[src/hw/rtl/hbd_ram.sv]
`timescale 1ns / 1ps
// ----------------------------------------------------------------------------
// hbd_ram
// Simple dual-port RAM: one write port, one read port with registered data.
// ----------------------------------------------------------------------------
module hbd_ram #(
    parameter int WIDTH = 8,
    parameter int DEPTH = 256
) (
    input  logic                     aclk,
    input  logic                     wr_en,
    input  logic [$clog2(DEPTH)-1:0] wr_addr,
    input  logic [WIDTH-1:0]         wr_data,
    input  logic [$clog2(DEPTH)-1:0] rd_addr,
    output logic [WIDTH-1:0]         rd_data
);

    logic [WIDTH-1:0] mem [DEPTH];

    always_ff @(posedge aclk) begin
        if (wr_en) begin
            mem[wr_addr] <= wr_data;
        end
        rd_data <= mem[rd_addr];
    end

endmodule

[config.mk]
export PLATFORM = sky130hd
export DESIGN_NAME = hbd_ram
export DESIGN_NICKNAME = d
export VERILOG_FILES = /design/src/hw/rtl/hbd_ram.sv
export SDC_FILE = /design/constraint.sdc
export NUM_CORES = 2
export LEC_CHECK = 0
export BUFFER_PORTS_ARGS = -buffer_cell sky130_fd_sc_hd__buf_2
export CORE_MARGIN = 8
export CORE_UTILIZATION = 40
export CTS_CLUSTER_SIZE = 30
export DETAILED_ROUTE_END_ITERATION = 6
export PLACE_DENSITY = 0.66
export SLEW_MARGIN = 10
export SYNTH_ARGS = -nofsm -noshare
export SYNTH_HDL_FRONTEND = slang
export SYNTH_SLANG_ARGS = --single-unit
export TNS_END_PERCENT = 5
[constraint.sdc]
create_clock -name aclk -period 2.43 [get_ports aclk]
set_clock_uncertainty 0.2 [all_clocks]
set_input_delay 0.486 -clock aclk [delete_from_list [all_inputs] [get_ports aclk]]
set_output_delay 0.486 -clock aclk [all_outputs]
set_load 0.02 [all_outputs]
==> results_dict.tcl <==
set metrics [dict create \
    syn_inst 3733 \
    routedWlPerCell_um 27.3 \
    fmax_mhz 398 \
    power-per-cell-area_mw_per_mm2 771 \
    synth_area_mm2 0.0796 \
    vias 41162 \
    firstDrtPassIters 5 \
    vias_per_cell 5.60 \
    setup-violations-final 8 \
    final-seq-area_mm2 0.0617 \
    synthArstFlopShare_pct 0 \
    violations "negative setup slack" \
    grt_max_degree 113 \
    area_growth_pct 20.5 \
    startpoint_type "register" \
    netlist_top_cells_area "edfxtp_1, mux4_2, mux2i_1, nor2_1, a22oi_1" \
    multiInputGateArea_mm2 0.0167 \
    cpPeakStageDelay_ps 480 \
    synth_ff_type "edfxtp_1" \
    layout_setup_ws_ps -85.7 \
    clk_latency_ps 840 \
    hpwl_um 132000 \
    gp_congestion 0.864 \
    track_usage_pct 18.6 \
    setup_tns_ps -344 \
    tightest_slew_ps 656 \
    grt_pass1_wl_um 292000 \
    clkTransAtPathRegs_ps 60 \
    crit_required_ps 2930 \
    overflow 0 \
    yosys-top-cells-count "edfxtp_1, mux4_2, nor2_1, mux2i_1, a22oi_1" \
    critPathSlowestCell "mux4_2" \
    fin_nets 4571 \
    critical_path_class "reg2reg" \
    cts-root-buf "clkbuf_16" \
    yosys.area.top_type "edfxtp_1" \
    arrival_ps 3020 \
    synth_nets 3759 \
    post-route-period-util_pct 104 \
    hold_path_class "in2reg" \
    grt_pass1_vias 42123 \
    seq_area_frac_synth_pct 77.5 \
    wirelength_um 201000 \
    slew_headroom_pct 56.2 \
    dieHeight_um 462 \
    end_kind "register" \
    dieArea_mm2 0.213 \
    start_util_pct 40.3 \
    postRouteAntennaNets 0 \
    core-area_mm2 0.197 \
    post-route-util_pct 48.5 \
    critPathTopFamily "compound AO/OA/AOI/OAI gates" \
    synth_seq_cells 2056 \
    syn_avg_cell_area_um2 21.3 \
    leakagePower_nw 31.2 \
    dp.cells 6974 \
    layout.cells.non_filler 7353 \
    synth_most_common_cell "edfxtp_1" \
    synth-edff-count 2048 \
    hold_slack_ps 149 \
    hold_viol 0 \
    drc 0 \
    clockBufferDepth 3 \
    drt-initial-drc-count 4977 \
    drive_gt1_share_pct 34.3 \
    nFillCells 15935 \
    io_buffer_count 33 \
    h-tree-depth 4 \
    yosysUniqueCellTypes 55 \
    irDropWorstVdd_uv 522 \
    outcome "finished with violations" \
    cts_inserted_buffers 201 \
    maxSlewViolCount 0 \
    path_cells "mux4_2 > a22o_1 > a221oi_1 > buf_4 > o32ai_1 > nor3_2 > buf_4 > nor4_1" \
    yosys_warnings 0 \
    maxCapViolCount 0 \
    tritoncts "yes" \
    synth_top_area_share_pct 77.3 \
    path_buf_inv 2 \
    final.min_clock_period_ps 2520 \
    cp_common_cell "buf_4" \
    io_pins 34 \
    worst-path-max-fanout 1 \
    die_w_um 462 \
    rows 163 \
    dpl_worst_slack_ps -1440 \
    cts_setup_buffers 0 \
    cts.sinks 2056 \
    rsz0062_at_grt "yes" \
    antenna_found_initial 16 \
]
[metal layers]
metal / up-vias / share of wire, % / global-route usage [%]
met2: 1840 / 49 / 30.7
met4: 2 / 3.3 / 5.68
li1: 17336 / - / -
met5: - / 0.0035 / 0
met3: 337 / 8.3 / 3.37
met1: 21647 / 40 / 25.4
[path summary, 6_finish.rpt]
kind	from	end	slack [ps]	cells after the start
worst min register to register	mem[52][4]	rd_data[4]	940	7
worst max register to register	mem[83][3]	rd_data[3]	-90	8
worst min-delay path	wr_addr[2]	mem[172][3]	150	4
worst max-delay path	mem[83][3]	rd_data[3]	-90	8
[layout make-up]
class                      instances  share of cell area, %
sequential                      2056                   64.3
multi-input combinational       1442                   17.4
timing repair buffer             842                   8.02
clock buffer                     255                   5.58
tap                             2640                   3.45
clock inverter                   114                   1.16
inverter                           2                0.00783
antenna                            2                0.00522
[sequential cells by signal (all words and copies together), names as in the netlist]
signal	flops
rd_data	8
mem	2048
[layout by cell type, fill, tap and decap left out, drive strengths merged, types with 10 or more instances in the layout]
cell type / count
a211oi: 16
a21oi: 96
a221oi: 14
a22oi: 133
buf: 833
bufinv: 17
clkbuf: 256
clkinv: 88
edfxtp: 2048
mux2i: 134
mux4: 456
nand2: 33
nand3: 34
nand4: 10
nor2: 282
nor2b: 31
nor3: 22
nor4: 27
o211ai: 10
o21ai: 12
o221ai: 47
o22ai: 28
[report_power, final]
group          total, W  switching, W  internal [W]
clock            0.0305        0.0131        0.0174
sequential       0.0392     0.0000903        0.0391
combinational   0.00426       0.00248       0.00177
[worst register-to-register path, delay by kind of cell, from the launching register on]
kind            cells  cell delay (ps)
compound gates      3              580
buf+inv             2              420
flops               1              350
mux                 1              480
simple gates        2              350
[logic make-up (layout without fill, tap and decap cells)]
kind of cell	count (synthesis)	count (layout)	share of synthesized area, %
AO/OA/AOI/OAI	385	385	3.42
buffers and inverters	235	1213	1.83
flip-flops	2056	2056	77.5
multiplexers	591	591	14.6
other	0	2	0
AND/OR/NAND/NOR	466	466	2.63
[stage by stage]
stage          power (W)  cell area, um^2
2_1_floorplan     0.0419            79800
3_3_place_gp      0.0441            89100
3_5_place_dp      0.0441            89100
4_1_cts           0.0744            95800
5_1_grt           0.0759            95800
6_report          0.0739            95800
[timing repair]
item	4_1_cts	5_1_grt
hold endpoints to repair	359	0
endpoints found under the setup margin	9	8
resized for setup	30	6
pin swaps	4	2
hold buffers	8	0
No activity file was read; power rests on OpenSTA's default activity.
